`config.mk`:
```
export PLATFORM = sky130hd
export DESIGN_NAME = relay_volume_balance_controller_unit
export DESIGN_NICKNAME = d
export VERILOG_FILES = /design/src/rvb_pkg.sv /design/src/rvb_step.sv /design/src/rvb_out_stage.sv /design/src/relay_volume_balance_controller_unit.sv
export SDC_FILE = /design/constraint.sdc
export NUM_CORES = 1
export LEC_CHECK = 0
export ABC_AREA = 1
export BUFFER_PORTS_ARGS = -buffer_cell sky130_fd_sc_hd__buf_2
export CORE_UTILIZATION = 61
export DETAILED_ROUTE_END_ITERATION = 7
export GPL_ROUTABILITY_DRIVEN = 1
export PLACE_DENSITY = 0.82
export SLEW_MARGIN = 20
export SYNTH_ARGS = -nofsm -noshare
export SYNTH_HDL_FRONTEND = slang
export SYNTH_SLANG_ARGS = --single-unit
```
`constraint.sdc`:
```
create_clock -name clk -period 9.7 [get_ports clk]
set_clock_uncertainty 0.15 [all_clocks]
set_input_delay 1.94 -clock clk [delete_from_list [all_inputs] [get_ports clk]]
set_output_delay 1.94 -clock clk [all_outputs]
set_load 0.005 [all_outputs]
```
`src/rvb_pkg.sv`:
```
// ----------------------------------------------------------------------------
// rvb_pkg
// Shared types and constants of the relay volume and balance controller.
// ----------------------------------------------------------------------------
package rvb_pkg;

  // Range limits of the volume and balance controls
  localparam logic [6:0]        MAX_VOLUME  = 7'd64;
  localparam logic signed [4:0] MAX_BALANCE = 5'sd9;

  // Power level at which events act
  localparam logic [1:0] POWER_FULL = 2'd2;

  // Configuration register indexes
  localparam logic [1:0] CFG_POWER_LEVEL     = 2'd0;
  localparam logic [1:0] CFG_BALANCE_ENABLED = 2'd1;

  // Event kinds carried on the input tuser
  typedef enum logic [1:0] {
    OP_VOLUME  = 2'd0,
    OP_BALANCE = 2'd1,
    OP_MUTE    = 2'd2,
    OP_UNMUTE  = 2'd3
  } rvb_op_t;

  // Controller state kept between events
  typedef struct packed {
    logic [6:0]        volume;
    logic signed [4:0] balance;
    logic signed [1:0] volume_carry;
    logic signed [1:0] balance_carry;
    logic              muted;
    logic [5:0]        prev_left;
    logic [5:0]        prev_right;
  } rvb_state_t;

  // Up to two relay words caused by one event, with the status after it
  typedef struct packed {
    logic              two;
    logic [5:0]        mid_left;
    logic [5:0]        mid_right;
    logic [5:0]        fin_left;
    logic [5:0]        fin_right;
    logic [6:0]        volume;
    logic signed [4:0] balance;
    logic              muted;
  } rvb_words_t;

endpackage

```
`src/rvb_step.sv`:
```
// ----------------------------------------------------------------------------
// rvb_step
// Single-pass event logic: pulse accumulation, saturation, balance split,
// code derivation and anti-click check for one registered event.
// ----------------------------------------------------------------------------
module rvb_step
  import rvb_pkg::*;
(
  input  rvb_state_t        st,
  input  rvb_op_t           op,
  input  logic signed [4:0] delta,
  input  logic [1:0]        power_level,
  input  logic              balance_enabled,
  output rvb_state_t        st_next,
  output logic              has_result,
  output rvb_words_t        words
);

  logic              active;
  logic              is_vol;
  logic              vol_ev;
  logic              bal_ev;
  logic              mute_ev;
  logic              codes_ev;
  logic signed [4:0] eff_delta;
  logic signed [1:0] carry_in;
  logic signed [5:0] pulse_sum;
  logic signed [5:0] sum_adj;
  logic signed [5:0] half;
  logic signed [4:0] steps;
  logic signed [5:0] rem6;
  logic signed [8:0] vol_sum;
  logic [6:0]        vol_new;
  logic signed [5:0] bal_sum;
  logic signed [4:0] bal_new;
  logic [6:0]        nv;
  logic signed [4:0] nb;
  logic              nm;
  logic signed [4:0] br;
  logic signed [8:0] lvl_r;
  logic signed [8:0] lvl_l;
  logic [6:0]        clr;
  logic [6:0]        cll;
  logic [5:0]        cr;
  logic [5:0]        cl;
  logic [5:0]        ml;
  logic [5:0]        mr;
  logic              zero_codes;
  logic              update;
  logic              click;

  // Decode the event
  assign active  = (power_level == POWER_FULL);
  assign is_vol  = (op == OP_VOLUME) || (op == OP_UNMUTE);
  assign vol_ev  = active && is_vol;
  assign bal_ev  = active && (op == OP_BALANCE) && !st.muted && balance_enabled;
  assign mute_ev = active && (op == OP_MUTE);
  assign codes_ev = vol_ev || bal_ev;

  // Unmute and pulses while muted carry no pulses
  assign eff_delta = (is_vol && ((op == OP_UNMUTE) || st.muted)) ? 5'sd0 : delta;
  assign carry_in  = is_vol ? st.volume_carry : st.balance_carry;

  // Two pulses make one step; quotient truncates toward zero
  assign pulse_sum = {{4{carry_in[1]}}, carry_in} + {eff_delta[4], eff_delta};
  assign sum_adj   = pulse_sum + {5'b0, pulse_sum[5]};
  assign half      = sum_adj >>> 1;
  assign steps     = half[4:0];
  assign rem6      = pulse_sum - (half <<< 1);

  // Saturate volume to 0..MAX_VOLUME
  assign vol_sum = $signed({2'b00, st.volume}) + {{4{steps[4]}}, steps};
  always_comb begin
    if (vol_sum < 9'sd0) begin
      vol_new = 7'd0;
    end else if (vol_sum > $signed({2'b00, MAX_VOLUME})) begin
      vol_new = MAX_VOLUME;
    end else begin
      vol_new = vol_sum[6:0];
    end
  end

  // Saturate balance to -MAX_BALANCE..MAX_BALANCE
  assign bal_sum = {st.balance[4], st.balance} + {steps[4], steps};
  always_comb begin
    if (bal_sum > $signed({MAX_BALANCE[4], MAX_BALANCE})) begin
      bal_new = MAX_BALANCE;
    end else if (bal_sum < -$signed({MAX_BALANCE[4], MAX_BALANCE})) begin
      bal_new = -MAX_BALANCE;
    end else begin
      bal_new = bal_sum[4:0];
    end
  end

  // Control values after the event
  assign nv = vol_ev ? vol_new : st.volume;
  assign nb = bal_ev ? bal_new : st.balance;
  assign nm = mute_ev ? 1'b1 : (vol_ev ? 1'b0 : st.muted);

  // Split balance into right and left offsets
  assign br    = nb >>> 1;
  assign lvl_r = balance_enabled ? ($signed({2'b00, nv}) + {{4{br[4]}}, br})
                                 : $signed({2'b00, nv});
  assign lvl_l = balance_enabled ? (lvl_r - {{4{nb[4]}}, nb}) : $signed({2'b00, nv});

  // Clamp each channel level
  always_comb begin
    if (lvl_r < 9'sd0) begin
      clr = 7'd0;
    end else if (lvl_r > $signed({2'b00, MAX_VOLUME})) begin
      clr = MAX_VOLUME;
    end else begin
      clr = lvl_r[6:0];
    end
    if (lvl_l < 9'sd0) begin
      cll = 7'd0;
    end else if (lvl_l > $signed({2'b00, MAX_VOLUME})) begin
      cll = MAX_VOLUME;
    end else begin
      cll = lvl_l[6:0];
    end
  end

  // Lower each nonzero level by one to get the relay word
  assign cr = (clr != 7'd0) ? 6'(clr - 7'd1) : 6'd0;
  assign cl = (cll != 7'd0) ? 6'(cll - 7'd1) : 6'd0;

  // Anti-click: send the AND of old and new words first when needed
  assign ml    = st.prev_left & cl;
  assign mr    = st.prev_right & cr;
  assign click = ((ml != st.prev_left) && (ml != cl)) ||
                 ((mr != st.prev_right) && (mr != cr));

  assign zero_codes = (nv == 7'd0) || nm;
  assign update     = codes_ev && !zero_codes;

  // Next state
  always_comb begin
    st_next               = st;
    st_next.volume        = nv;
    st_next.balance       = nb;
    st_next.muted         = nm;
    if (vol_ev) begin
      st_next.volume_carry = rem6[1:0];
    end
    if (bal_ev) begin
      st_next.balance_carry = rem6[1:0];
    end
    if (update) begin
      st_next.prev_left  = cl;
      st_next.prev_right = cr;
    end
  end

  // Result words
  assign has_result      = mute_ev || codes_ev;
  assign words.two       = update && click;
  assign words.mid_left  = ml;
  assign words.mid_right = mr;
  assign words.fin_left  = update ? cl : 6'd0;
  assign words.fin_right = update ? cr : 6'd0;
  assign words.volume    = nv;
  assign words.balance   = nb;
  assign words.muted     = nm;

endmodule

```
`src/rvb_out_stage.sv`:
```
// ----------------------------------------------------------------------------
// rvb_out_stage
// Result register: holds the words of one event and sends the intermediate
// anti-click word before the final one.
// ----------------------------------------------------------------------------
module rvb_out_stage
  import rvb_pkg::*;
(
  input  logic        clk,
  input  logic        rst,
  input  logic        load,
  input  rvb_words_t  load_words,
  output logic        free,
  output logic        m_tvalid,
  input  logic        m_tready,
  output logic [31:0] m_tdata,
  output logic        m_tlast
);

  logic       busy;
  logic       pending_mid;
  rvb_words_t words;
  logic [5:0] left_code;
  logic [5:0] right_code;

  // Space for a new event once the final word leaves
  assign free = !busy || (m_tready && !pending_mid);

  // Hold, advance or drop the stored words
  always_ff @(posedge clk) begin
    if (rst) begin
      busy        <= 1'b0;
      pending_mid <= 1'b0;
    end else if (load) begin
      busy        <= 1'b1;
      pending_mid <= load_words.two;
    end else if (busy && m_tready) begin
      if (pending_mid) begin
        pending_mid <= 1'b0;
      end else begin
        busy <= 1'b0;
      end
    end
  end

  always_ff @(posedge clk) begin
    if (load) begin
      words <= load_words;
    end
  end

  // Select the word on the bus
  assign left_code  = pending_mid ? words.mid_left : words.fin_left;
  assign right_code = pending_mid ? words.mid_right : words.fin_right;

  assign m_tvalid = busy;
  assign m_tlast  = !pending_mid;
  assign m_tdata  = {7'b0, words.muted, words.balance, words.volume, right_code, left_code};

endmodule

```
`src/relay_volume_balance_controller_unit.sv`:
```
// ----------------------------------------------------------------------------
// relay_volume_balance_controller_unit
// Turns knob pulse and mute events into left and right relay attenuator words.
// ----------------------------------------------------------------------------
// Usage:
//   Input channel s_*: one event per transfer. tuser = opcode (0 volume pulses,
//   1 balance pulses, 2 mute, 3 unmute); tdata = signed pulse count.
//   Output channel m_*: relay words. tlast is low on an intermediate anti-click
//   word (let the relays settle before applying the next) and high on the
//   final word of an event. tdata also reports volume, balance and mute state.
//   Config channel cfg_*: index 0 power level (events act only at level 2),
//   index 1 balance enable. Always ready; write only while the block is idle.
// Timing:
//   An event is registered at the input, worked out in one pass and loaded
//   into the result register once that register is free; its first word is
//   then on m_*. One event per cycle is taken while each event yields one
//   word and m_tready is high; an anti-click event holds the result register
//   for both its words. Events that yield no word never wait for it.
// Reset and stalls:
//   rst clears volume, balance, carries, mute and the anti-click history,
//   sets power level 0 and balance enabled. When m_tready is low the result
//   is held and the input register fills, then s_tready drops.
// ----------------------------------------------------------------------------
module relay_volume_balance_controller_unit
  import rvb_pkg::*;
(
  input  logic        clk,
  input  logic        rst,
  // Event input
  input  logic        s_tvalid,
  output logic        s_tready,
  input  logic [7:0]  s_tdata,   // [4:0] pulse_delta, [7:5] zero
  input  logic [1:0]  s_tuser,   // [1:0] opcode
  // Relay word output
  output logic        m_tvalid,
  input  logic        m_tready,
  output logic [31:0] m_tdata,   // [5:0] left_code, [11:6] right_code,
                                 // [18:12] volume_now, [23:19] balance_now,
                                 // [24] muted_now, [31:25] zero
  output logic        m_tlast,
  // Configuration writes
  input  logic        cfg_valid,
  output logic        cfg_ready,
  input  logic [1:0]  cfg_index,
  input  logic [1:0]  cfg_data
);

  logic              in_vld;
  rvb_op_t           in_op;
  logic signed [4:0] in_delta;
  logic [1:0]        power_level;
  logic              balance_enabled;
  rvb_state_t        st;
  rvb_state_t        st_next;
  logic              has_result;
  rvb_words_t        words;
  logic              out_free;
  logic              consume;

  // Configuration registers
  assign cfg_ready = 1'b1;

  always_ff @(posedge clk) begin
    if (rst) begin
      power_level     <= 2'd0;
      balance_enabled <= 1'b1;
    end else if (cfg_valid) begin
      case (cfg_index)
        CFG_POWER_LEVEL:     power_level     <= cfg_data;
        CFG_BALANCE_ENABLED: balance_enabled <= cfg_data[0];
        default: ;
      endcase
    end
  end

  // Input register advances when its event moves on
  assign consume  = in_vld && (!has_result || out_free);
  assign s_tready = !in_vld || consume;

  always_ff @(posedge clk) begin
    if (rst) begin
      in_vld <= 1'b0;
    end else if (s_tvalid && s_tready) begin
      in_vld <= 1'b1;
    end else if (consume) begin
      in_vld <= 1'b0;
    end
  end

  always_ff @(posedge clk) begin
    if (s_tvalid && s_tready) begin
      in_op    <= rvb_op_t'(s_tuser);
      in_delta <= s_tdata[4:0];
    end
  end

  // Event logic
  rvb_step u_step (
    .st              (st),
    .op              (in_op),
    .delta           (in_delta),
    .power_level     (power_level),
    .balance_enabled (balance_enabled),
    .st_next         (st_next),
    .has_result      (has_result),
    .words           (words)
  );

  // Controller state commits when the event is consumed
  always_ff @(posedge clk) begin
    if (rst) begin
      st <= '0;
    end else if (consume) begin
      st <= st_next;
    end
  end

  // Result register
  rvb_out_stage u_out (
    .clk        (clk),
    .rst        (rst),
    .load       (consume && has_result),
    .load_words (words),
    .free       (out_free),
    .m_tvalid   (m_tvalid),
    .m_tready   (m_tready),
    .m_tdata    (m_tdata),
    .m_tlast    (m_tlast)
  );

endmodule

```
==> impl_metrics.csv, run 1 <==
group,metric,value,unit
cts,cts.clk_slew.worst_paths,0.09,ns
cts,cts_root_buf,"clkbuf_8",
finish,antenna_cells,0,
cts,cts_hold_buf,0,
grt,antenna_found_initial,0,
timing,tightest_slew,0.8946,ns
grt,grt_pass1_vias,4936,
finish,final_nets,915,
cts,htree_levels,3,
synth,syn_area_per_cell,7.295,sq um
detailed_routing,route.detailed.wl_per_inst,13.07,um
finish,layout-drive-gt1-share,13.45,%
critical_path,crit_required,9.79,ns
timing,maxSlewHeadroom,40.14,%
cts,clkSinkCount,79,
finish,fin_area,6404,sq um
timing,hold_viol,0,
cts,clock_path_buffers,2,
die,core_area,9415,sq um
run,drv_cap,0,
critical_path,timing.rr.end,"u_out.pending_mid",
critical_path,crit_end,"u_out.pending_mid",
detailed_routing,first_iter_violations,235,
timing,fmax,112.9,MHz
die,die-width,101.3,um
status,status,"finished, final reports clean",
placed_design,io_buffers,43,
die,die_height,101.3,um
grt,grt_pass1_wl,21.25,mm
critical_path,crit_path_top_delay_cell,"fa_1",
worst_hold_path,hp-class,"flip-flop to flip-flop",
cts,worstSkewPairLatency,0.35,ns
critical_path,slowest_delay,0.52,ns
critical_path,startpoint_type,"flip-flop",
cts,cts_tree,"built",
worst_hold_path,hold_depth,2,
power,p_per_area,139.7,nW/um^2
timing,setup_ws,0.8449,ns
timing,holdWs,0.3196,ns
detailed_routing,vias,5268,
placed_design,dp_hpwl,10.08,mm
critical_path,crit_top_cell,"nand2_1",
detailed_routing,dr.pass1.iters,5,
detailed_routing,vias_per_cell,5.354,
power,ir_drop,99.16,uV
critical_path,setup.worst_path.class,"flip-flop to flip-flop",
synth,syn-cell-area,6018,sq um
die,dieArea,10270,sq um
critical_path,path_max_fanout,6,
die,io_pins,55,
critical_path,r2r_cells,55,
timing,setup_violations,0,
critical_path,startpoint,"in_op[1]",
synth,yosysSeqAreaShare,33.60,%
critical_path,worst_setup_path_end_kind,"flip-flop",
placed_design,placed_cell_area,6191,sq um
timing,grt_setup_unrepaired,"no",
power,power.leakage,3.099,nW
detailed_routing,antenna_left,0,
cts,cts_made_buffers,9,
detailed_routing,drc,0,
die,start_util,63.92,%
grt,grt.overflow.total,0,
critical_path,arrival,8.94,ns
die,rows,35,
finish,area_delta_synth_final,6.403,%
timing,maxSlewViolCount,0,
grt,grt_util_all_layers,25.93,%
timing,setup_tns,0,ns
placed_design,gp_congestion,0.9062,
synth,syn_inst,825,
grt,grt_max_degree,34,
critical_path,rrSetupSlack,0.84,ns
timing,min_period,8.855,ns
detailed_routing,routed_wl,12.86,mm
synth,ys_ff_latch,79,
timing,finalCritPeriodShare,91.29,%
synth,yosysWarnings,0,
placed_design,pre_cts_slack,0.5431,ns
worst_hold_path,min_from,"st[14]",
synth,synth_cell_types,53,
critical_path,r2r-start,"in_op[1]",
-- cell type report --
cell class / instances / area [sq um]
fill: 797 / 3012
inverter: 130 / 488.0
clock inverter: 7 / 56.30
timing repair buffer: 45 / 230.2
multi-input combinational: 585 / 3322
clock buffer: 9 / 123.9
sequential: 79 / 2022
tap: 129 / 161.4
-- layer usage --
layer  global-route usage, %  part of all wire, %  vias up
li1                        -                    -     2684
met4                   9.699                  2.4        0
met3                   3.865                  3.6       26
met2                   48.72                   52      129
met1                   29.61                   42     2429
met5                       0                    0        -
-- placed cells by master (no fill, tap or decap), types with 9 or more instances in the layout --
| cell type | netlist | routed |
|---|---|---|
| nand2_1 | 209 | 209 |
| inv_1 | 127 | 127 |
| nand4_1 | 11 | 11 |
| clkbuf_8 | 0 | 9 |
| ha_1 | 41 | 39 |
| buf_2 | 4 | 43 |
| nand2_2 | 10 | 10 |
| nand3_1 | 50 | 50 |
| dfxtp_1 | 35 | 35 |
| o21ai_0 | 40 | 38 |
| a21oi_1 | 54 | 54 |
| edfxtp_1 | 44 | 44 |
| nor2_1 | 76 | 74 |
-- power by group --
part | total [mW] | switching, mW | internal, mW | leakage, nW
sequential | 0.361 | 0.00368 | 0.358 | 0.665
combinational | 0.304 | 0.201 | 0.103 | 2.35
clock | 0.229 | 0.133 | 0.0962 | 0.0858
-- what timing repair did --
action,4_1_cts,5_1_grt
setup buffers,0,0
setup endpoints to repair,0,7
resized for setup,0,9
-- flip-flops by register name, indices dropped and copies added (netlist names) --
name               cells
st                    29
balance_enabled        1
u_out.m_tdata         13
in_vld                 1
power_level            2
in_op                  2
u_out.words           24
u_out.pending_mid      1
in_delta               5
u_out.m_tvalid         1
-- Yosys cell counts, drive strengths merged --
library cell / n / area [sq um]
nand2: 225 / 914.6
inv: 129 / 484.2
nor2: 82 / 327.8
a21oi: 60 / 322.8
nand3: 59 / 362.9
edfxtp: 44 / 1321
o21ai: 44 / 224.0
ha: 41 / 513.0
dfxtp: 35 / 700.7
buf: 28 / 207.7
nand4: 13 / 93.84
clkbuf: 9 / 33.78
xnor2: 9 / 78.83
xor2: 8 / 70.07
fa: 5 / 100.1
nand3b: 5 / 50.05
nor3: 5 / 30.03
a31oi: 3 / 18.77
or2: 3 / 18.77
conb: 2 / 7.510
o211ai: 2 / 15.01
o21bai: 2 / 26.28
a211o: 1 / 8.760
a211oi: 1 / 7.510
a21o: 1 / 7.510
a221oi: 1 / 8.760
a22o: 1 / 8.760
and2: 1 / 6.260
and3: 1 / 6.260
clkinv: 1 / 3.750
nor4: 1 / 6.260
o21a: 1 / 15.01
o221ai: 1 / 8.760
o311ai: 1 / 8.760
-- metrics by stage --
step | utilization [%] | power [mW] | instances
2_1_floorplan | - | 0.6237 | 831
3_3_place_gp | 65.75 | 0.6541 | 968
3_5_place_dp | 65.75 | 0.6656 | 968
4_1_cts | 67.67 | 0.8909 | 984
5_1_grt | 68.01 | 0.9499 | 984
6_report | 68.01 | 0.8943 | 984
-- cell families after synthesis --
| family | count (synthesis) | synth area share, % |
|---|---|---|
| flops | 79 | 33.60 |
| simple gates | 395 | 30.19 |
| fa+ha+maj | 46 | 10.19 |
| xor+xnor | 17 | 2.474 |
| compound gates | 119 | 11.31 |
| buf+inv | 167 | 12.12 |
| other cells | 2 | 0.1248 |
-- critical path: cells and delay by family, from the launching register on --
family                   cells  cell delay (ns)
adder cells (fa/ha/maj)     10             3.38
AND/OR/NAND/NOR             33             3.36
buffers and inverters        7             0.65
AO/OA/AOI/OAI                4             0.54
flip-flops                   1             0.44
XOR/XNOR                     1             0.22
-- how the worst min path moves through the flow --
stage / end / slack (ns)
floorplan: st[14] / 0.27
detailed placement: st[14] / 0.30
global route: st[14] / 0.37
global placement: st[14] / 0.30
finish: st[14] / 0.32
CTS: st[14] / 0.31
Power figures use the tool's default switching activity.
==> inputs of run 2 (changes only) <==
--- a/config.mk
+++ b/config.mk
@@ -11,6 +11,7 @@
 export DETAILED_ROUTE_END_ITERATION = 7
 export GPL_ROUTABILITY_DRIVEN = 1
 export PLACE_DENSITY = 0.82
+export REMOVE_ABC_BUFFERS = 1
 export SLEW_MARGIN = 20
 export SYNTH_ARGS = -nofsm -noshare
 export SYNTH_HDL_FRONTEND = slang
==> constraint.sdc (replaced) <==
create_clock -name clk -period 8.9 [get_ports clk]
set_clock_uncertainty 0.15 [all_clocks]
set_input_delay 1.78 -clock clk [delete_from_list [all_inputs] [get_ports clk]]
set_output_delay 1.78 -clock clk [all_outputs]
set_load 0.005 [all_outputs]
==> impl_metrics.csv, run 2 (synthesis gave the netlist of run 1 again) <==
group,metric,value,unit
detailed_routing,drc,0,
finish,area_delta_synth_final,9.335,%
critical_path,slowest_delay,0.44,ns
detailed_routing,first_iter_violations,308,
finish,layout_common_cells,"nand2_1, inv_1, nor2_1",
grt,grt_util_all_layers,26.79,%
finish,final_nets,926,
power,ir_drop,89.71,uV
detailed_routing,vias,5399,
die,die_height,101.3,um
die,rows,35,
timing,setup_tns,0,ns
timing,maxSlewHeadroom,40.24,%
detailed_routing,dr.pass1.iters,6,
critical_path,worst_setup_path_end_kind,"flip-flop",
placed_design,io_buffers,43,
worst_hold_path,hold_depth,2,
finish,layout-drive-gt1-share,16.17,%
cts,cts_tree,"built",
grt,antenna_found_initial,0,
placed_design,gp_congestion,0.9385,
grt,grt_max_degree,29,
timing,min_period,8.333,ns
detailed_routing,antenna_left,0,
critical_path,crit_path_top_delay_cell,"edfxtp_1",
critical_path,arrival,8.43,ns
worst_hold_path,hp-class,"flip-flop to flip-flop",
grt,grt_pass1_vias,4972,
detailed_routing,vias_per_cell,5.426,
power,p_per_area,155.5,nW/um^2
timing,hold_viol,0,
die,io_pins,55,
power,finalPower,1.024,mW
critical_path,crit_top_cell,"nand2_1",
finish,layout_commonest_cell,"nand2_1",
timing,setup_violations,0,
cts,clkSinkCount,79,
critical_path,r2r_cells,59,
run,drv_cap,0,
cts,cts_hold_buf,0,
detailed_routing,route.detailed.wl_per_inst,13.67,um
finish,largest_reg_flops,29,
timing,fmax,120.0,MHz
finish,regMostFlops,"st",
timing,tightest_slew,0.8931,ns
cts,htree_levels,3,
cts,cts_root_buf,"clkbuf_8",
timing,finalCritPeriodShare,93.63,%
cts,clock_path_buffers,2,
cts,worstSkewPairLatency,0.35,ns
die,die-width,101.3,um
critical_path,path_max_fanout,12,
critical_path,setup.worst_path.class,"flip-flop to flip-flop",
die,dieArea,10270,sq um
status,status,"finished, final reports clean",
die,start_util,63.92,%
power,power.leakage,3.156,nW
grt,grt_pass1_wl,21.76,mm
finish,antenna_cells,0,
critical_path,startpoint_type,"flip-flop",
cts,cts.clk_slew.worst_paths,0.09,ns
grt,grt.overflow.total,0,
detailed_routing,routed_wl,13.61,mm
cts,cts_made_buffers,9,
timing,maxSlewViolCount,0,
die,core_area,9415,sq um
critical_path,rrSetupSlack,0.57,ns
critical_path,crit_required,8.99,ns
placed_design,dp_hpwl,10.27,mm
## run 2: changes by cell type in the layout (fill, tap and decap cells not counted), moves of 3 or more
cell and delta:
buf_4 +11, ha_1 -6, ha_2 +3, ha_4 +3
## run 2: routing by layer
layer	up-vias	global-route usage (%)	routed length, um
met5	-	0	0
met3	46	4.417	661
met4	0	13.71	531
li1	2700	-	-
met2	192	49.61	6995
met1	2461	29.47	5418
## run 2: power by group
part	switching [mW]	leakage, nW	internal [mW]	total [mW]
logic	0.231	2.39	0.122	0.353
registers	0.00411	0.665	0.390	0.394
clock network	0.144	0.0977	0.132	0.276
## run 2: repair_timing
| item | in CTS | in global routing |
|---|---|---|
| buffers inserted | 0 | 5 |
| setup endpoints to repair | 1 | 19 |
| pin swaps | 0 | 4 |
| resized for setup | 1 | 25 |
## run 2: stage by stage
step,instances,util [%],setup WS (ns),hold WS [ns],area [sq um]
5_1_grt,995,69.89,-0.1469,0.3561,6580
6_report,995,69.89,0.5669,0.3292,6580
3_5_place_dp,974,66.23,-0.004626,0.3083,6236
4_1_cts,990,68.47,0.01060,0.3209,6446
2_1_floorplan,794,-,1.105,0.2757,5799
3_3_place_gp,974,66.23,0.3699,0.2916,6236
## run 2: final timing paths
path,startpoint,end
setup / recovery,in_op[1],u_out.pending_mid
hold / removal,st[14],st[14]
setup reg to reg,in_op[1],u_out.pending_mid
hold reg to reg,st[14],st[14]
## run 2: layout make-up
class,count,area [sq um]
multi-input combinational,585,3393
fill,801,2835
sequential,79,2022
inverter,130,488.0
timing repair buffer,56,312.8
tap,129,161.4
clock buffer,9,123.9
clock inverter,7,78.83
## run 2: worst max-delay path: cells and delay by family (launching register included)
kind	cells	cell delay (ns)
AOI/OAI and AO/OA	5	0.64
DFF	1	0.44
adders and majority gates	9	2.38
and+or+nand+nor	39	4.07
buffers and inverters	6	0.51
==> inputs of run 3 (changes only) <==
==> constraint.sdc (replaced) <==
create_clock -name clk -period 9.14 [get_ports clk]
set_clock_uncertainty 0.15 [all_clocks]
set_input_delay 1.828 -clock clk [delete_from_list [all_inputs] [get_ports clk]]
set_output_delay 1.828 -clock clk [all_outputs]
set_load 0.005 [all_outputs]
==> impl_metrics.csv, run 3 (synthesis gave the netlist of run 1 again) <==
group,metric,value,unit
critical_path,rrSetupSlack,0.70,ns
cts,cts_made_buffers,9,
critical_path,arrival,8.55,ns
placed_design,io_buffers,43,
timing,setup_tns,0,ns
critical_path,crit_buf_inv,9,
finish,largest_reg_flops,29,
critical_path,path_max_fanout,12,
placed_design,gp_congestion,0.9335,
run,drv_cap,0,
finish,regMostFlops,"st",
detailed_routing,dr.pass1.iters,4,
worst_hold_path,hp-class,"flip-flop to flip-flop",
finish,layout-drive-gt1-share,15.45,%
detailed_routing,drc,0,
grt,grt_pass1_wl,21.99,mm
grt,grt.overflow.total,0,
timing,finalCritPeriodShare,92.35,%
placed_design,placed_cell_area,6213,sq um
critical_path,timing.rr.end,"u_out.pending_mid",
timing,maxSlewHeadroom,43.03,%
die,dieArea,10270,sq um
cts,clkSinkCount,79,
die,core_area,9415,sq um
grt,antenna_found_initial,0,
timing,setup_violations,0,
worst_hold_path,hold_depth,2,
finish,antenna_cells,0,
cts,cts_tree,"built",
finish,fin_area,6518,sq um
finish,final_nets,921,
critical_path,slowest_delay,0.60,ns
timing,min_period,8.441,ns
power,power.leakage,3.129,nW
detailed_routing,antenna_left,0,
die,io_pins,55,
critical_path,crit_family,"simple AND/OR/NAND/NOR gates",
cts,worstSkewPairLatency,0.36,ns
cts,cts.clk_slew.worst_paths,0.10,ns
grt,grt_max_degree,29,
cts,cts_hold_buf,0,
critical_path,startpoint_type,"flip-flop",
detailed_routing,vias_per_cell,5.484,
cts,clock_path_buffers,2,
detailed_routing,route.detailed.wl_per_inst,13.47,um
detailed_routing,first_iter_violations,235,
critical_path,startpoint,"in_op[1]",
cts,cts_root_buf,"clkbuf_8",
power,ir_drop,103.6,uV
timing,fmax,118.5,MHz
critical_path,r2r_cells,56,
critical_path,worst_setup_path_end_kind,"flip-flop",
die,start_util,63.92,%
status,status,"finished, final reports clean",
critical_path,crit_top_cell,"nand2_1",
die,rows,35,
placed_design,dp_hpwl,10.30,mm
detailed_routing,routed_wl,13.34,mm
cts,htree_levels,3,
timing,maxSlewViolCount,0,
finish,layout_commonest_cell,"nand2_1",
critical_path,worst-path-stages,56,
grt,grt_util_all_layers,27.10,%
critical_path,setup.worst_path.class,"flip-flop to flip-flop",
detailed_routing,vias,5429,
critical_path,r2r-start,"in_op[1]",
worst_hold_path,hold_path_end,"st[14]",
critical_path,crit_required,9.24,ns
finish,area_delta_synth_final,8.295,%
timing,tightest_slew,0.8515,ns
power,p_per_area,149.0,nW/um^2
die,die-width,101.3,um
critical_path,crit_path_top_delay_cell,"fa_2",
finish,layout_common_cells,"nand2_1, inv_1, nor2_1",
die,die_height,101.3,um
grt,grt_pass1_vias,5160,
timing,hold_viol,0,
worst_hold_path,min_from,"st[14]",
timing,grt_setup_unrepaired,"no",
==> run 3: tightest hold or removal path: cells and delay by family, from the launching register on <==
| kind | cells | cell delay, ns |
|---|---|---|
| flops | 1 | 0.31 |
| compound gates | 1 | 0.06 |
| buf+inv | 1 | 0.06 |
==> run 3: routing by layer <==
metal  routed length (um)  vias to the layer above  global-route usage [%]
li1                     -                     2689                       -
met4                  412                        0                   14.94
met5                    0                        -                       0
met1                 5375                     2521                   29.16
met2                 6949                      180                   50.65
met3                  601                       39                   4.210
==> run 3: timing repair <==
action,in CTS,in global routing
setup endpoints to repair,0,19
resized for setup,0,25
buffers inserted,0,3
==> run 3: worst max-delay path by stage <==
stage                   endpoint
2_1_floorplan  u_out.pending_mid
3_3_place_gp   u_out.pending_mid
3_5_place_dp   u_out.pending_mid
4_1_cts        u_out.pending_mid
5_1_grt        u_out.pending_mid
6_report       u_out.pending_mid
==> run 3: final cells by class <==
| class | count | area (sq um) |
|---|---|---|
| Clock buffer | 9 | 123.9 |
| Clock inverter | 7 | 55.05 |
| Sequential cell | 79 | 2022 |
| Inverter | 130 | 488.0 |
| Tap cell | 129 | 161.4 |
| Multi-Input combinational cell | 585 | 3392 |
| Fill cell | 757 | 2898 |
| Timing Repair Buffer | 51 | 275.3 |
==> run 3: report_power, final <==
part           switching [mW]  internal, mW
sequential            0.00400         0.380
combinational           0.226         0.117
clock                   0.143         0.102
==> run 3: metrics by stage <==
step                      setup WS, ns  power, mW  hold slack [ns]  std cells  util (%)
after floorplan                  1.345     0.6453           0.2757        794         -
after global placement          0.4793     0.6951           0.2911        971     65.99
after detailed placement        0.1832     0.7099           0.3007        971     65.99
after CTS                       0.1383     0.9522           0.3145        987     67.89
after global routing           0.01206      1.026           0.3447        990     69.22
final                           0.6992     0.9708           0.3126        990     69.22
